==> src/sv/sfh_pkg.sv <==
`timescale 1ns / 1ps
// ----------------------------------------------------------------------------
// sfh_pkg: shared types and round functions of the byte-stream hash
// Holds the field widths, the tail record handed to the finishing pipeline
// and the mixing, tail and avalanche steps of the 32-bit hash.
// ----------------------------------------------------------------------------
package sfh_pkg;

  localparam int KeyLenW           = 16;
  localparam int HashW             = 32;
  localparam int LengthBitsDefault = 16;

  // record of a finished key, handed to the finishing pipeline
  typedef struct packed {
    logic [HashW-1:0] hash;
    logic [23:0]      bytes;
    logic [1:0]       pend;
    logic             len_err;
    logic             empty;
  } sfh_tail_t;

  // sign-extend one tail byte
  function automatic logic [HashW-1:0] sext8(input logic [7:0] b);
    sext8 = {{(HashW-8){b[7]}}, b};
  endfunction

  // one mixing round over a full 4-byte group
  function automatic logic [HashW-1:0] mix_group(input logic [HashW-1:0] h_in,
                                                 input logic [15:0]      lo16,
                                                 input logic [15:0]      hi16);
    logic [HashW-1:0] h;
    logic [HashW-1:0] t;
    h = h_in + {16'd0, lo16};
    t = ({16'd0, hi16} << 11) ^ h;
    h = (h << 16) ^ t;
    h = h + (h >> 11);
    mix_group = h;
  endfunction

  // fold the 1, 2 or 3 pending bytes into the hash
  function automatic logic [HashW-1:0] fold_tail(input logic [HashW-1:0] h_in,
                                                 input logic [1:0]       pend,
                                                 input logic [23:0]      bytes);
    logic [HashW-1:0] h;
    h = h_in;
    unique case (pend)
      2'd3: begin
        h = h + {16'd0, bytes[15:0]};
        h = h ^ (h << 16);
        h = h ^ (sext8(bytes[23:16]) << 18);
        h = h + (h >> 11);
      end
      2'd2: begin
        h = h + {16'd0, bytes[15:0]};
        h = h ^ (h << 11);
        h = h + (h >> 17);
      end
      2'd1: begin
        h = h + sext8(bytes[7:0]);
        h = h ^ (h << 10);
        h = h + (h >> 1);
      end
      default: begin
        h = h_in;
      end
    endcase
    fold_tail = h;
  endfunction

  // avalanche, first three steps
  function automatic logic [HashW-1:0] aval_a(input logic [HashW-1:0] h_in);
    logic [HashW-1:0] h;
    h = h_in ^ (h_in << 3);
    h = h + (h >> 5);
    h = h ^ (h << 4);
    aval_a = h;
  endfunction

  // avalanche, steps four and five
  function automatic logic [HashW-1:0] aval_b(input logic [HashW-1:0] h_in);
    logic [HashW-1:0] h;
    h = h_in + (h_in >> 17);
    h = h ^ (h << 25);
    aval_b = h;
  endfunction

  // avalanche, last step
  function automatic logic [HashW-1:0] aval_c(input logic [HashW-1:0] h_in);
    aval_c = h_in + (h_in >> 6);
  endfunction

endpackage

==> src/sv/superfast_byte_hash.sv <==
`timescale 1ns / 1ps
// ----------------------------------------------------------------------------
// superfast_byte_hash: streaming 32-bit hash of a byte key
// Gathers key bytes into 4-byte groups, mixes each group into the running
// hash and finishes the key with tail folding and avalanche.
// ----------------------------------------------------------------------------
// Usage:
//   Input channel (in_valid_i / in_stall_o) carries one key byte per
//   transfer with first and last marks; the first byte also carries the
//   declared key length, which seeds the hash.
//   Output channel (out_valid_o / out_stall_i) carries one hash and a
//   length-error flag per key, after the transfer of its last byte.
//   Throughput: one byte per cycle unless stalled; keys may follow each other
//   back to back. Group mixing happens in the cycle a byte is taken.
//   Finishing: the tail fold stage loads at the last byte's transfer and
//   three avalanche stages follow, the last one being the output register.
//   Stall: a stalled result holds in the output register; the finishing
//   pipeline keeps filling its empty stages and stalls the input only when
//   every stage holds a key and the output is stalled.
//   Reset: clears the running state and all pipeline valid bits; no result
//   is pending and a byte with no first mark starts from a zero state.
// ----------------------------------------------------------------------------
module superfast_byte_hash #(
  parameter int LENGTH_BITS = sfh_pkg::LengthBitsDefault
) (
  input  logic                          clk_i,
  input  logic                          rst_ni,
  input  logic                          in_valid_i,
  output logic                          in_stall_o,
  input  logic [7:0]                    key_byte_i,
  input  logic [sfh_pkg::KeyLenW-1:0]   key_length_i,
  input  logic                          first_byte_i,
  input  logic                          last_byte_i,
  output logic                          out_valid_o,
  input  logic                          out_stall_i,
  output logic [sfh_pkg::HashW-1:0]     hash_value_o,
  output logic                          length_error_o
);

  logic [sfh_pkg::HashW-1:0]  hash_q, hash_d;
  logic [23:0]                bytes_q, bytes_d;
  logic [1:0]                 pos_q, pos_d;
  logic [LENGTH_BITS-1:0]     count_q, count_d;
  logic [LENGTH_BITS-1:0]     decl_q, decl_d;

  logic [LENGTH_BITS-1:0]     len_w;
  logic [sfh_pkg::HashW-1:0]  base_hash;
  logic [23:0]                base_bytes;
  logic [1:0]                 base_pos;
  logic [LENGTH_BITS-1:0]     base_count;
  logic [sfh_pkg::HashW-1:0]  next_hash;
  logic [23:0]                next_bytes;
  logic [1:0]                 next_pos;
  logic [LENGTH_BITS-1:0]     next_count;

  logic                       accept;
  logic                       fin_ready;
  logic                       tail_valid;
  sfh_pkg::sfh_tail_t         tail;

  // declared length fitted to the counter width
  if (LENGTH_BITS <= sfh_pkg::KeyLenW) begin : g_len_trunc
    assign len_w = key_length_i[LENGTH_BITS-1:0];
  end else begin : g_len_ext
    assign len_w = {{(LENGTH_BITS-sfh_pkg::KeyLenW){1'b0}}, key_length_i};
  end

  assign in_stall_o = !fin_ready;
  assign accept     = in_valid_i && !in_stall_o;

  // a first mark restarts the key from the declared length
  always_comb begin
    base_hash  = first_byte_i ? sfh_pkg::HashW'(len_w) : hash_q;
    base_bytes = first_byte_i ? '0 : bytes_q;
    base_pos   = first_byte_i ? '0 : pos_q;
    base_count = first_byte_i ? '0 : count_q;
    decl_d     = first_byte_i ? len_w : decl_q;
  end

  // byte gathering and group mixing
  always_comb begin
    next_count = base_count + LENGTH_BITS'(1);
    next_hash  = base_hash;
    next_bytes = base_bytes;
    next_pos   = base_pos + 2'd1;
    unique case (base_pos)
      2'd0: next_bytes[7:0]   = key_byte_i;
      2'd1: next_bytes[15:8]  = key_byte_i;
      2'd2: next_bytes[23:16] = key_byte_i;
      default: begin
        next_hash  = sfh_pkg::mix_group(base_hash, base_bytes[15:0],
                                        {key_byte_i, base_bytes[23:16]});
        next_bytes = '0;
      end
    endcase
  end

  // state returns to zero once a key is finished
  always_comb begin
    hash_d  = hash_q;
    bytes_d = bytes_q;
    pos_d   = pos_q;
    count_d = count_q;
    if (accept) begin
      if (last_byte_i) begin
        hash_d  = '0;
        bytes_d = '0;
        pos_d   = '0;
        count_d = '0;
      end else begin
        hash_d  = next_hash;
        bytes_d = next_bytes;
        pos_d   = next_pos;
        count_d = next_count;
      end
    end
  end

  always_ff @(posedge clk_i or negedge rst_ni) begin
    if (!rst_ni) begin
      hash_q  <= '0;
      bytes_q <= '0;
      pos_q   <= '0;
      count_q <= '0;
      decl_q  <= '0;
    end else begin
      hash_q  <= hash_d;
      bytes_q <= bytes_d;
      pos_q   <= pos_d;
      count_q <= count_d;
      if (accept) begin
        decl_q <= last_byte_i ? '0 : decl_d;
      end
    end
  end

  // finished key handed to the finishing pipeline
  assign tail_valid   = in_valid_i && last_byte_i;
  assign tail.hash    = next_hash;
  assign tail.bytes   = next_bytes;
  assign tail.pend    = next_pos;
  assign tail.len_err = (next_count != decl_d);
  assign tail.empty   = (decl_d == '0);

  sfh_finish u_finish (
    .clk_i          (clk_i),
    .rst_ni         (rst_ni),
    .tail_valid_i   (tail_valid),
    .tail_i         (tail),
    .tail_ready_o   (fin_ready),
    .out_valid_o    (out_valid_o),
    .out_stall_i    (out_stall_i),
    .hash_value_o   (hash_value_o),
    .length_error_o (length_error_o)
  );

endmodule

==> src/sv/sfh_finish.sv <==
`timescale 1ns / 1ps
// ----------------------------------------------------------------------------
// sfh_finish: finishing pipeline of the byte-stream hash
// Takes the state of a finished key, folds the tail, runs the avalanche over
// three stages and holds the result in an output register with stall.
// ----------------------------------------------------------------------------
module sfh_finish (
  input  logic                            clk_i,
  input  logic                            rst_ni,
  input  logic                            tail_valid_i,
  input  sfh_pkg::sfh_tail_t              tail_i,
  output logic                            tail_ready_o,
  output logic                            out_valid_o,
  input  logic                            out_stall_i,
  output logic [sfh_pkg::HashW-1:0]       hash_value_o,
  output logic                            length_error_o
);

  logic                       v0_q, v1_q, v2_q, v3_q;
  logic                       en0, en1, en2, en3;
  logic [sfh_pkg::HashW-1:0]  h0_q, h1_q, h2_q, h3_q;
  logic [sfh_pkg::HashW-1:0]  h0_d, h1_d, h2_d, h3_d;
  logic                       err0_q, err1_q, err2_q, err3_q;
  logic                       emp0_q, emp1_q, emp2_q;

  // a stage loads when it is empty or its contents move on
  assign en3 = !v3_q || !out_stall_i;
  assign en2 = !v2_q || en3;
  assign en1 = !v1_q || en2;
  assign en0 = !v0_q || en1;
  assign tail_ready_o = en0;

  // per-stage hash logic
  assign h0_d = sfh_pkg::fold_tail(tail_i.hash, tail_i.pend, tail_i.bytes);
  assign h1_d = sfh_pkg::aval_a(h0_q);
  assign h2_d = sfh_pkg::aval_b(h1_q);
  assign h3_d = emp2_q ? '0 : sfh_pkg::aval_c(h2_q);

  // stage valid bits
  always_ff @(posedge clk_i or negedge rst_ni) begin
    if (!rst_ni) begin
      v0_q <= 1'b0;
      v1_q <= 1'b0;
      v2_q <= 1'b0;
      v3_q <= 1'b0;
    end else begin
      if (en0) v0_q <= tail_valid_i;
      if (en1) v1_q <= v0_q;
      if (en2) v2_q <= v1_q;
      if (en3) v3_q <= v2_q;
    end
  end

  // stage payload
  always_ff @(posedge clk_i) begin
    if (en0 && tail_valid_i) begin
      h0_q   <= h0_d;
      err0_q <= tail_i.len_err;
      emp0_q <= tail_i.empty;
    end
    if (en1 && v0_q) begin
      h1_q   <= h1_d;
      err1_q <= err0_q;
      emp1_q <= emp0_q;
    end
    if (en2 && v1_q) begin
      h2_q   <= h2_d;
      err2_q <= err1_q;
      emp2_q <= emp1_q;
    end
    if (en3 && v2_q) begin
      h3_q   <= h3_d;
      err3_q <= err2_q;
    end
  end

  assign out_valid_o    = v3_q;
  assign hash_value_o   = h3_q;
  assign length_error_o = err3_q;

endmodule

==> config.mk <==
export PLATFORM = sky130hd
export DESIGN_NAME = superfast_byte_hash
export DESIGN_NICKNAME = d
export VERILOG_FILES = /design/src/sv/sfh_pkg.sv /design/src/sv/superfast_byte_hash.sv /design/src/sv/sfh_finish.sv
export SDC_FILE = /design/constraint.sdc
export NUM_CORES = 1
export LEC_CHECK = 0
export BUFFER_PORTS_ARGS = -buffer_cell sky130_fd_sc_hd__buf_2
export CAP_MARGIN = 10
export CORE_AREA = 3 3 248 250
export DETAILED_ROUTE_END_ITERATION = 6
export DIE_AREA = 0 0 251 253
export SKIP_LAST_GASP = 1
export SYNTH_ARGS = -nofsm -noshare
export SYNTH_HDL_FRONTEND = slang
export SYNTH_SLANG_ARGS = --single-unit
==> constraint.sdc <==
create_clock -name clk_i -period 9.7 [get_ports clk_i]
set_clock_uncertainty 0.05 [all_clocks]
set_input_delay 0.485 -clock clk_i [delete_from_list [all_inputs] [get_ports clk_i]]
set_output_delay 0.485 -clock clk_i [all_outputs]
set_load 0.01 [all_outputs]
Word-level counts from Yosys, hierarchy flattened
Index checks and enable logic that the tools add are counted.
{"block": "word_totals", "in_bits": 30, "reg_bits": 229, "output_inout_bits": 35, "elab_cells": 84}
{"block": "op_classes", "n_eq_ne": 6, "bitwise": 9, "reduce_logical": 22, "muxes": 15, "add_sub_neg": 12}
{"operator": "XOR 32 bit", "count": 8}
{"operator": "two-way mux 32 bit", "count": 3}
{"operator": "case mux 32 bit (3 select lines)", "count": 1}
{"operator": "adder 32 x 15 -> 32 bit", "count": 2}
{"operator": "adder 32 x 16 -> 32 bit", "count": 2}
{"operator": "adder 32 x 21 -> 32 bit", "count": 2}
{"operator": "two-way mux 16 bit", "count": 4}
{"operator": "two-way mux 24 bit", "count": 2}
{"operator": "case mux 8 bit (2 select lines)", "count": 3}
{"operator": "adder 32 x 26 -> 32 bit", "count": 1}
{"operator": "adder 32 x 27 -> 32 bit", "count": 1}
{"operator": "adder 32 x 31 -> 32 bit", "count": 1}
{"operator": "adder 32 bit", "count": 1}
{"operator": "XOR 27 x 32 -> 32 bit", "count": 1}
{"operator": "adder 16 x 1 -> 16 bit, second input constant", "count": 1}
{"operator": "zero test 16 bit", "count": 1}
{"operator": "inequality test 16 bit", "count": 1}
{"operator": "== test 2 bit, second input constant", "count": 3}
{"operator": "logical AND 1 bit", "count": 6}
{"operator": "zero test 1 bit", "count": 6}
{"operator": "OR reduction 2 bit", "count": 3}
{"operator": "== test 2 x 1 -> 1 bit, second input constant", "count": 2}
{"operator": "logical OR 1 bit", "count": 4}
{"operator": "two-way mux 2 bit", "count": 2}
{"operator": "3 further kinds", "count": 3}

Logic depth before layout (Yosys ltp)
Gate-level depths: netlist (run 1).
{"block": "depth", "depth_word": 11, "ltp_mapped": 57, "ltp_nobuf": 52}

Cells and area by module
Synthesis (run 1) repeated with hierarchy kept, for this count alone.
{"block": "hier_totals", "cells_unflattened": 2728, "area_unflattened_um2": 24144.4}
{"module": "sfh_finish", "area_each_um2": 15801.4, "n_inst": 1, "cells_each": 1705, "seq_area_each_um2": 4154.0}
{"module": "superfast_byte_hash", "area_each_um2": 8343.0, "n_inst": 1, "cells_each": 1023, "seq_area_each_um2": 2252.2}

Least setup slack after synthesis (run 1)
No wires, ideal clock.
{"block": "synth_timing", "kind": "input-to-reg", "start": "input first_byte_i", "end": "register u_finish.h0_q[30] in the netlist's numbering (data pin)", "setup_ns": 0.268, "t_arrival_ns": 11.548, "path_stages": 50, "required_time_ns": 9.382, "slack_ns": -2.166, "path_buffers": 6, "path_cell_list": "buf_6 clkbuf_1 clkbuf_1 buf_1 buf_1 clkbuf_1 nor2b_1 ha_1 fa_1 o21ai_0 o2111a_1 nor4_4 or3_1 o311a_1 xnor2_1 fa_1 a211oi_1 o21bai_1 (+14 left out) inv_1 fa_1 nor2b_1 o21ai_0 a21boi_0 o21ai_0 a21boi_0 o21a_1 o21ai_0 a21boi_0 o21ai_0 a2111oi_0 nor2_1 nor2_1 nand3_1 o211a_1 a2111oi_0 a21oi_1"}
{"block": "synth_between", "elab_chain_cells": 11, "elab_cells_between_ends": 32, "cone_classes": "add/sub: 8; eq/ne: 5; mux: 8; bitwise: 6; reduce/logical: 5"}
{"item": "start, declared", "line_no": "superfast_byte_hash.sv:32", "source": "input logic first_byte_i,"}
{"item": "two-way mux 32 bit / two-way mux 24 bit (equally long branches)", "line_no": "superfast_byte_hash.sv:73, superfast_byte_hash.sv:74"}
{"item": "adder 32 x 16 -> 32 bit", "line_no": "sfh_pkg.sv:33", "source": "h = h_in + {16'd0, lo16};"}
{"item": "XOR 27 x 32 -> 32 bit", "line_no": "sfh_pkg.sv:34", "source": "t = ({16'd0, hi16} << 11) ^ h;"}
{"item": "XOR 32 bit", "line_no": "sfh_pkg.sv:35", "source": "h = (h << 16) ^ t;"}
{"item": "adder 32 x 21 -> 32 bit", "line_no": "sfh_pkg.sv:36", "source": "h = h + (h >> 11);"}
{"item": "two-way mux 32 bit", "line_no": "superfast_byte_hash.sv:86", "source": "unique case (base_pos)"}
{"item": "adder 32 x 16 -> 32 bit", "line_no": "sfh_pkg.sv:48, sfh_pkg.sv:54"}
{"item": "XOR 32 bit", "line_no": "sfh_pkg.sv:49", "source": "h = h ^ (h << 16);"}
{"item": "XOR 32 bit", "line_no": "sfh_pkg.sv:50", "source": "h = h ^ (sext8(bytes[23:16]) << 18);"}
{"item": "adder 32 x 21 -> 32 bit", "line_no": "sfh_pkg.sv:51", "source": "h = h + (h >> 11);"}
{"item": "case mux 32 bit (3 select lines) (*)", "line_no": "sfh_pkg.sv:46", "source": "unique case (pend)"}
{"item": "net u_finish.h0_d (one bit)", "line_no": "sfh_finish.sv:22", "source": "logic [sfh_pkg::HashW-1:0] h0_d, h1_d, h2_d, h3_d;"}
{"item": "end signal, assigned", "line_no": "sfh_finish.sv:57", "source": "h0_q <= h0_d;"}
{"item": "end, declared", "line_no": "sfh_finish.sv:21", "source": "logic [sfh_pkg::HashW-1:0] h0_q, h1_q, h2_q, h3_q;"}
The timed path passes the listed nets; every way through them passes the cells marked *.
A chain may end at the register's enable or synchronous reset.

Worst setup path after layout (run 1)
{"block": "layout_timing", "start": "register bytes_q[0]", "end": "register u_finish.h0_q[24] in the netlist's numbering (data pin)"}
{"block": "layout_between", "elab_chain_cells": 11, "elab_cells_between_ends": 17, "cone_classes": "add/sub: 7; mux: 4; bitwise: 6"}
{"item": "start, declared", "line_no": "superfast_byte_hash.sv:41", "source": "logic [23:0] bytes_q, bytes_d;"}
{"item": "start signal, assigned", "line_no": "superfast_byte_hash.sv:128", "source": "bytes_q <= bytes_d;"}
{"item": "two-way mux 24 bit (*)", "line_no": "superfast_byte_hash.sv:74", "source": "base_bytes = first_byte_i ? '0 : bytes_q;"}
{"item": "adder 32 x 16 -> 32 bit", "line_no": "sfh_pkg.sv:33"}
{"item": "XOR 27 x 32 -> 32 bit", "line_no": "sfh_pkg.sv:34"}
{"item": "XOR 32 bit", "line_no": "sfh_pkg.sv:35"}
{"item": "adder 32 x 21 -> 32 bit", "line_no": "sfh_pkg.sv:36"}
{"item": "two-way mux 32 bit", "line_no": "superfast_byte_hash.sv:86"}
{"item": "adder 32 x 16 -> 32 bit", "line_no": "sfh_pkg.sv:48, sfh_pkg.sv:54"}
{"item": "XOR 32 bit", "line_no": "sfh_pkg.sv:49"}
{"item": "XOR 32 bit", "line_no": "sfh_pkg.sv:50"}
{"item": "adder 32 x 21 -> 32 bit", "line_no": "sfh_pkg.sv:51"}
{"item": "case mux 32 bit (3 select lines) (*)", "line_no": "sfh_pkg.sv:46"}
{"item": "net u_finish.h0_d (one bit)", "line_no": "sfh_finish.sv:22"}
Marks and branches as above.

==> summary.txt, run 1 <==
Routing
  – DR vias/cell: 5.59
  – DR vias: 23400
  – Initial DRC count: 1642
  – DRT Pass-1 Iters: 6
  – Final wirelength: 85.5 mm
  – DRC: 0
  – Routed Antenna Nets: 0
  – Wire per inst: 20.4 um

Clock network
  – CTS Root Cell: clkbuf_16
  – CTS tree: done
  – Num CTS Buffers: 26
  – Sink Count: 229
  – Clk Latency, worst-skew pair: 570 ps
  – H-Tree Depth: 1
  – Reg clk slew, reported paths: 60 ps
  – Max clock buf depth: 3

Setup path
  – Cell family with most CP delay: compound AO/OA/AOI/OAI gates
  – CP Launch Type: flop
  – CP arrival: 9860 ps
  – Required time worst endpoint: 9950 ps
  – Flop2flop setup slack: 80 ps
  – CP dominant cell by count: o21ai_2
  – Critical-path top delay cell: dfrtp_1
  – Worst R2R Path Depth: 48
  – Crit Path Class: reg -> reg
  – Endpoint class of the critical path: flop
  – RR Endpoint: u_finish.h0_q[24]
  – Reg-to-reg critical path startpoint: bytes_q[0]
  – Critical path fanouts, max: 5
  – WP buf/inv: 5
  – Max incr delay on CP: 430 ps

Hold path
  – Min-Delay Path Depth: 2
  – End of the worst hold path: u_finish.out_valid_o
  – Hold_sp: out_stall_i
  – Hold Path Class: in -> reg

Finish
  – Layout Utilization: 53.2%
  – Cell area after layout: 31500 um^2
  – Non-filler cells, final: 4188
  – Inserted Diodes: 0
  – Area Growth Syn to Fin: 32.3%
  – Final nets: 3653
  – Layout cells sized above 1: 27.8%

Power and ir drop
  – Maximum vdd drop: 0.000272 V
  – Power share of the sequential group: 17.6%
  – Power Dens Cells: 343 nW/um^2
  – Combinational share of power: 72.7%
  – Pint: 5.96 mW
  – Leakage: 14.6 nW
  – Clock power share: 9.8%
  – NetSw: 4.86 mW
  – Sw frac: 44.9%
  – Power Total: 10.8 mW

Global route
  – Overall Global Routing Usage: 26.0%
  – Vias in the first global route: 23000
  – First-pass GRT wire length: 130 mm
  – Initial antenna violation count: 2
  – Maximum number of pins on one net before global-route repair: 64
  – Gr ovfl total: 0

Floorplan
  – Ports: 65
  – Core footprint: 59200 um^2
  – Die X: 251 um
  – Full die area: 63500 um^2
  – Std cell rows: 89
  – Initial Util: 40.2%
  – Die Y: 253 um

Logic synthesis
  – Ys Warns: 0
  – Most instantiated cells after synthesis: xnor2_1 (268), ha_1 (219), nand2_1 (199)
  – Syn_area_per_cell: 8.71 um^2
  – Mapped Nets: 2992
  – Post-synth EDFFs: 135
  – Mapped Area: 23800 um^2
  – Top FF cell, synth: edfxtp_1
  – Leading cell type by number of instances after synthesis: xnor2_1
  – Synth Register Bits: 229
  – Top cell type's share of synthesized area: 17.0%
  – Sequential fraction of the synthesis area: 26.9%
  – Post-synth ARST share: 41.0%
  – Ranking of synthesized cells by area: edfxtp_1 (17%), ha_1 (12%), dfrtp_1 (9.9%)
  – Area leader, netlist: edfxtp_1
  – Gate Count Post-Synth: 2734
  – Yosys cell types: 97

STA
  – Pins over their slew limit: 0
  – Worst Hold Slack: 136 ps
  – Worst Setup Slack, final: 80.7 ps
  – Final setup vio count: 0
  – Fmax: 104 MHz
  – Post-route minimum period: 9620 ps
  – RSZ-0062 raised after global routing: true
  – Final setup TNS: 0 ps
  – Worst slew margin: 29.6%
  – Period utilization: 99.2%
  – Final hold violation count: 0
  – Worst Max-Slew Pin Slew: 1050 ps

Outcome
  – Outcome: finished clean

Place
  – Input/output buffers: 64
  – Inst Count DP: 4107
  – HPWL Detailed: 70.0 mm
  – GPL Wtd Cong: 1.00
  – Post-DP Area: 29600 um^2
  – Setup WS pre-CTS: -1090 ps

Run
  – Max-Cap Viols: 0
==> what timing repair did <==
item,CTS,global route
hold endpoints to repair,43,0
gates resized for setup,29,131
endpoints found under the setup margin,18,22
setup buffers,11,21
pin swaps,20,91
hold buffers,1,0
==> worst max-delay path by stage <==
| stage | cells past startpoint | start | end | slack (ps) |
|---|---|---|---|---|
| after floorplan | 53 | first_byte_i | u_finish.h0_q[30] | 1 |
| after global placement | 46 | first_byte_i | u_finish.h0_q[29] | -940 |
| after detailed placement | 46 | first_byte_i | u_finish.h0_q[30] | -1090 |
| after CTS | 48 | bytes_q[0] | u_finish.h0_q[30] | -10 |
| after global routing | 53 | first_byte_i | u_finish.h0_q[26] | -410 |
| final | 48 | bytes_q[0] | u_finish.h0_q[24] | 80 |
==> worst register-to-register path, delay by kind of cell (launching register included) <==
kind / cells / cell delay (ps)
xor+xnor: 5 / 760
compound gates: 23 / 4320
buf+inv: 5 / 460
mux: 1 / 140
simple gates: 8 / 1340
flops: 1 / 430
fa+ha+maj: 6 / 1850
==> sequential cells by signal (all words and copies together) (netlist names) <==
| signal | flops |
|---|---|
| u_finish.h2_q | 32 |
| u_finish.hash_value_o | 32 |
| u_finish.err0_q | 1 |
| u_finish.out_valid_o | 1 |
| u_finish.emp0_q | 1 |
| decl_q | 16 |
| u_finish.v2_q | 1 |
| count_q | 16 |
| u_finish.h0_q | 32 |
| u_finish.length_error_o | 1 |
| u_finish.err2_q | 1 |
| u_finish.emp1_q | 1 |
| u_finish.err1_q | 1 |
| u_finish.v0_q | 1 |
| hash_q | 32 |
| u_finish.emp2_q | 1 |
| pos_q | 2 |
| u_finish.v1_q | 1 |
| bytes_q | 24 |
| u_finish.h1_q | 32 |
==> area by class of cell <==
type | count | area (um^2)
clock inverters | 19 | 245
inverters | 143 | 539
repair buffers | 723 | 5290
flip-flops and latches | 229 | 6410
well taps | 773 | 967
fillers | 5455 | 27700
multi-input cells | 2272 | 17400
clock buffers | 29 | 662
==> cell families after synthesis <==
group                      count (synthesis)  share of synthesized area, %
xor gates and xnor gates                 438                          17.1
DFF                                      229                          26.9
AOI/OAI and AO/OA                        758                          21.3
buffers and inverters                    233                          3.75
adders and majority gates                228                          12.3
and+or+nand+nor                          813                          17.2
muxes                                     35                          1.55
==> cell usage in the layout (no fill, tap or decap), types with 30 or more instances in the layout <==
cell type,Yosys,layout
nand2_1,199,197
a21o_1,78,78
nand3_1,69,67
ha_1,219,208
dfrtp_1,94,94
buf_4,1,655
a22oi_1,35,35
nor2_1,190,179
nor2b_1,56,51
and3_1,44,44
xnor2_1,268,250
nand4_1,30,30
xor2_1,152,147
buf_2,3,62
o21ai_0,169,135
inv_1,142,140
edfxtp_1,135,135
nand2b_1,36,34
a21oi_1,172,154
a31oi_1,34,33
nor3_1,69,65
==> per-layer routing <==
layer	global-route usage, %	routed length, um	vias to the layer above
met2	44.1	39800	708
met5	0	27	-
met4	10.8	4110	4
met1	33.8	37100	11200
met3	3.04	4440	189
li1	-	-	11300
==> power groups by stage <==
stage | logic (mW) | clock network, mW | registers, mW
after global routing | 8.61 | 1.12 | 1.93
final | 7.86 | 1.06 | 1.90
after CTS | 7.65 | 1.08 | 1.90
after global placement | 7.38 | 0 | 1.91
after floorplan | 4.86 | 0 | 1.85
after detailed placement | 7.56 | 0 | 1.92
No activity file was read; power rests on OpenSTA's default activity.
==> inputs of run 2 (changes only) <==
--- a/config.mk
+++ b/config.mk
@@ -8,6 +8,7 @@
 export BUFFER_PORTS_ARGS = -buffer_cell sky130_fd_sc_hd__buf_2
 export CAP_MARGIN = 10
 export CORE_AREA = 3 3 248 250
+export CTS_BUF_LIST = sky130_fd_sc_hd__clkbuf_8
 export DETAILED_ROUTE_END_ITERATION = 6
 export DIE_AREA = 0 0 251 253
 export SKIP_LAST_GASP = 1
==> run 2 against run 1 <==
Net effect:
- wire length rose by 0.78%
- largest power group unchanged
- final cell count rose by 0.79%
- combinational power rose by 0.9%
- worst hold slack got worse by 5.1 ps
- worst setup slack improved by 110 ps
==> summary.txt, run 2 (synthesized netlist as in run 1, its figures left out) <==
Outcome
  – Outcome: finished clean

Setup path
  – CP Launch Type: flop
  – Required time worst endpoint: 9910 ps (-40 ps)
  – Max incr delay on CP: 620 ps (+190 ps)
  – Critical path fanouts, max: 4 (-1)
  – Crit Path Class: reg -> reg
  – CP arrival: 9720 ps (-140 ps)
  – Endpoint class of the critical path: flop
  – Critical-path top delay cell: a222oi_1

Floorplan
  – Initial Util: 40.2% (unchanged)
  – Ports: 65 (unchanged)
  – Std cell rows: 89 (unchanged)
  – Die Y: 253 um (unchanged)
  – Die X: 251 um (unchanged)
  – Core footprint: 59200 um^2 (unchanged)
  – Full die area: 63500 um^2 (unchanged)

Clock network
  – H-Tree Depth: 2 (+1)
  – Reg clk slew, reported paths: 60 ps (about the same)
  – CTS Root Cell: clkbuf_8
  – Max clock buf depth: 3 (unchanged)
  – CTS tree: done
  – Num CTS Buffers: 39 (+50%)
  – Sink Count: 229 (unchanged)
  – Clk Latency, worst-skew pair: 570 ps (about the same)

STA
  – Worst slew margin: 29.3% (-0.28 points)
  – Fmax: 105 MHz (+1.2%)
  – Post-route minimum period: 9510 ps (-113 ps)
  – Final setup vio count: 0 (unchanged)
  – Pins over their slew limit: 0 (unchanged)
  – Final hold violation count: 0 (unchanged)
  – Worst Max-Slew Pin Slew: 1060 ps (+4.12 ps)
  – Period utilization: 98.0% (-1.2 points)
  – Final setup TNS: 0 ps (unchanged)
  – RSZ-0062 raised after global routing: true

Finish
  – Commonest non-fill, non-tap cell in the layout: buf_4
  – Layout cells sized above 1: 29.3% (+1.5 points)
  – Final nets: 3678 (+0.68%)
  – Area Growth Syn to Fin: 33.1%
  – Most frequent cells in the layout: buf_4 (667), xnor2_1 (254), ha_1 (201)
  – Area of the multi-input gates: 17600 um^2 (+1.4%)
  – # fillers: 5455 (unchanged)
  – Inserted Diodes: 0 (unchanged)
  – Cell area after layout: 31700 um^2 (+0.64%)
  – Layout Utilization: 53.5% (+0.34 points)
  – Non-filler cells, final: 4221 (+0.79%)
  – FF/Latch Area: 6410 um^2 (unchanged)

Global route
  – Maximum number of pins on one net before global-route repair: 64 (unchanged)
  – First-pass GRT wire length: 130 mm (+0.27%)
  – Vias in the first global route: 23100 (+0.44%)
  – Initial antenna violation count: 0 (-2)
  – Gr ovfl total: 0 (unchanged)
  – Overall Global Routing Usage: 26.1% (+0.069 points)

Routing
  – DRC: 0 (unchanged)
  – Routed Antenna Nets: 0 (unchanged)
  – DR vias/cell: 5.58 (-0.18%)
  – DR vias: 23600 (+0.61%)
  – Final wirelength: 86.2 mm (+0.78%)
  – DRT Pass-1 Iters: 7 (+1)
  – Wire per inst: 20.4 um (about the same)
  – Initial DRC count: 1606 (-2.2%)

Place
  – Inst Count DP: 4107 (unchanged)
  – GPL Wtd Cong: 1.00 (unchanged)
  – Input/output buffers: 64 (unchanged)
  – HPWL Detailed: 70.0 mm (unchanged)
  – Post-DP Area: 29600 um^2 (unchanged)

Power and ir drop
  – Leakage: 14.6 nW (+0.29%)
  – Power Dens Cells: 338 nW/um^2 (-1.7%)
  – Maximum vdd drop: 0.000242 V (-11%)

Hold path
  – Hold Path Class: in -> reg

Run
  – Max-Cap Viols: 0 (unchanged)
run 2: per-layer routing:
layer  routed length [um]  track usage [%]
met2                40600             44.7
met5                    0                0
met1                37600             34.1
met3                 4310             2.82
met4                 3630             9.73
run 2: final timing paths:
kind                            startpoint                       to  slack, ps  depth (start not counted)
setup reg to reg                bytes_q[0]        u_finish.h0_q[12]        190                         46
hold reg to reg            u_finish.err2_q  u_finish.length_error_o        380                          0
max in group asynchronous           rst_ni               count_q[9]       8040                          3
min in group asynchronous           rst_ni               bytes_q[1]        420                          2
setup / recovery                bytes_q[0]        u_finish.h0_q[12]        190                         46
hold / removal                 out_stall_i     u_finish.out_valid_o        130                          2
run 2: timing repair:
item / in CTS / in global routing
pin swaps: 36 / 133
endpoints found under the setup margin: 18 / 22
endpoints found under the hold margin: 43 / 0
buffers inserted: 14 / 30
resized for setup: 43 / 168
hold buffers: 1 / 0
cloned: 0 / 0
run 2: through the flow:
stage	setup slack (ps)	power (mW)	hold WS (ps)
5_1_grt	-188	11.5	116
6_report	194	10.7	131
2_1_floorplan	1.03	6.71	139
3_5_place_dp	-1090	9.48	360
4_1_cts	3.59	10.5	91.9
3_3_place_gp	-942	9.30	361
run 2: area by class of cell:
class / instances / area share [%]
clock buffer: 46 / 2.00
inverter: 143 / 1.71
clock inverter: 23 / 0.426
multi-input combinational: 2272 / 55.6
timing repair buffer: 735 / 17.0
tap: 773 / 3.05
sequential: 229 / 20.2
run 2: critical path: cells and delay by family (launching register included):
family	cells	cell delay, ps
AO/OA/AOI/OAI	23	4370
adder cells (fa/ha/maj)	5	1520
AND/OR/NAND/NOR	6	1080
XOR/XNOR	5	820
buffers and inverters	6	800
flip-flops	1	420
multiplexers	1	110
run 2: where the power goes:
| group | switching, mW | total [mW] | internal, mW |
|---|---|---|---|
| logic | 4.27 | 7.93 | 3.66 |
| clock network | 0.406 | 0.866 | 0.460 |
| registers | 0.202 | 1.90 | 1.70 |
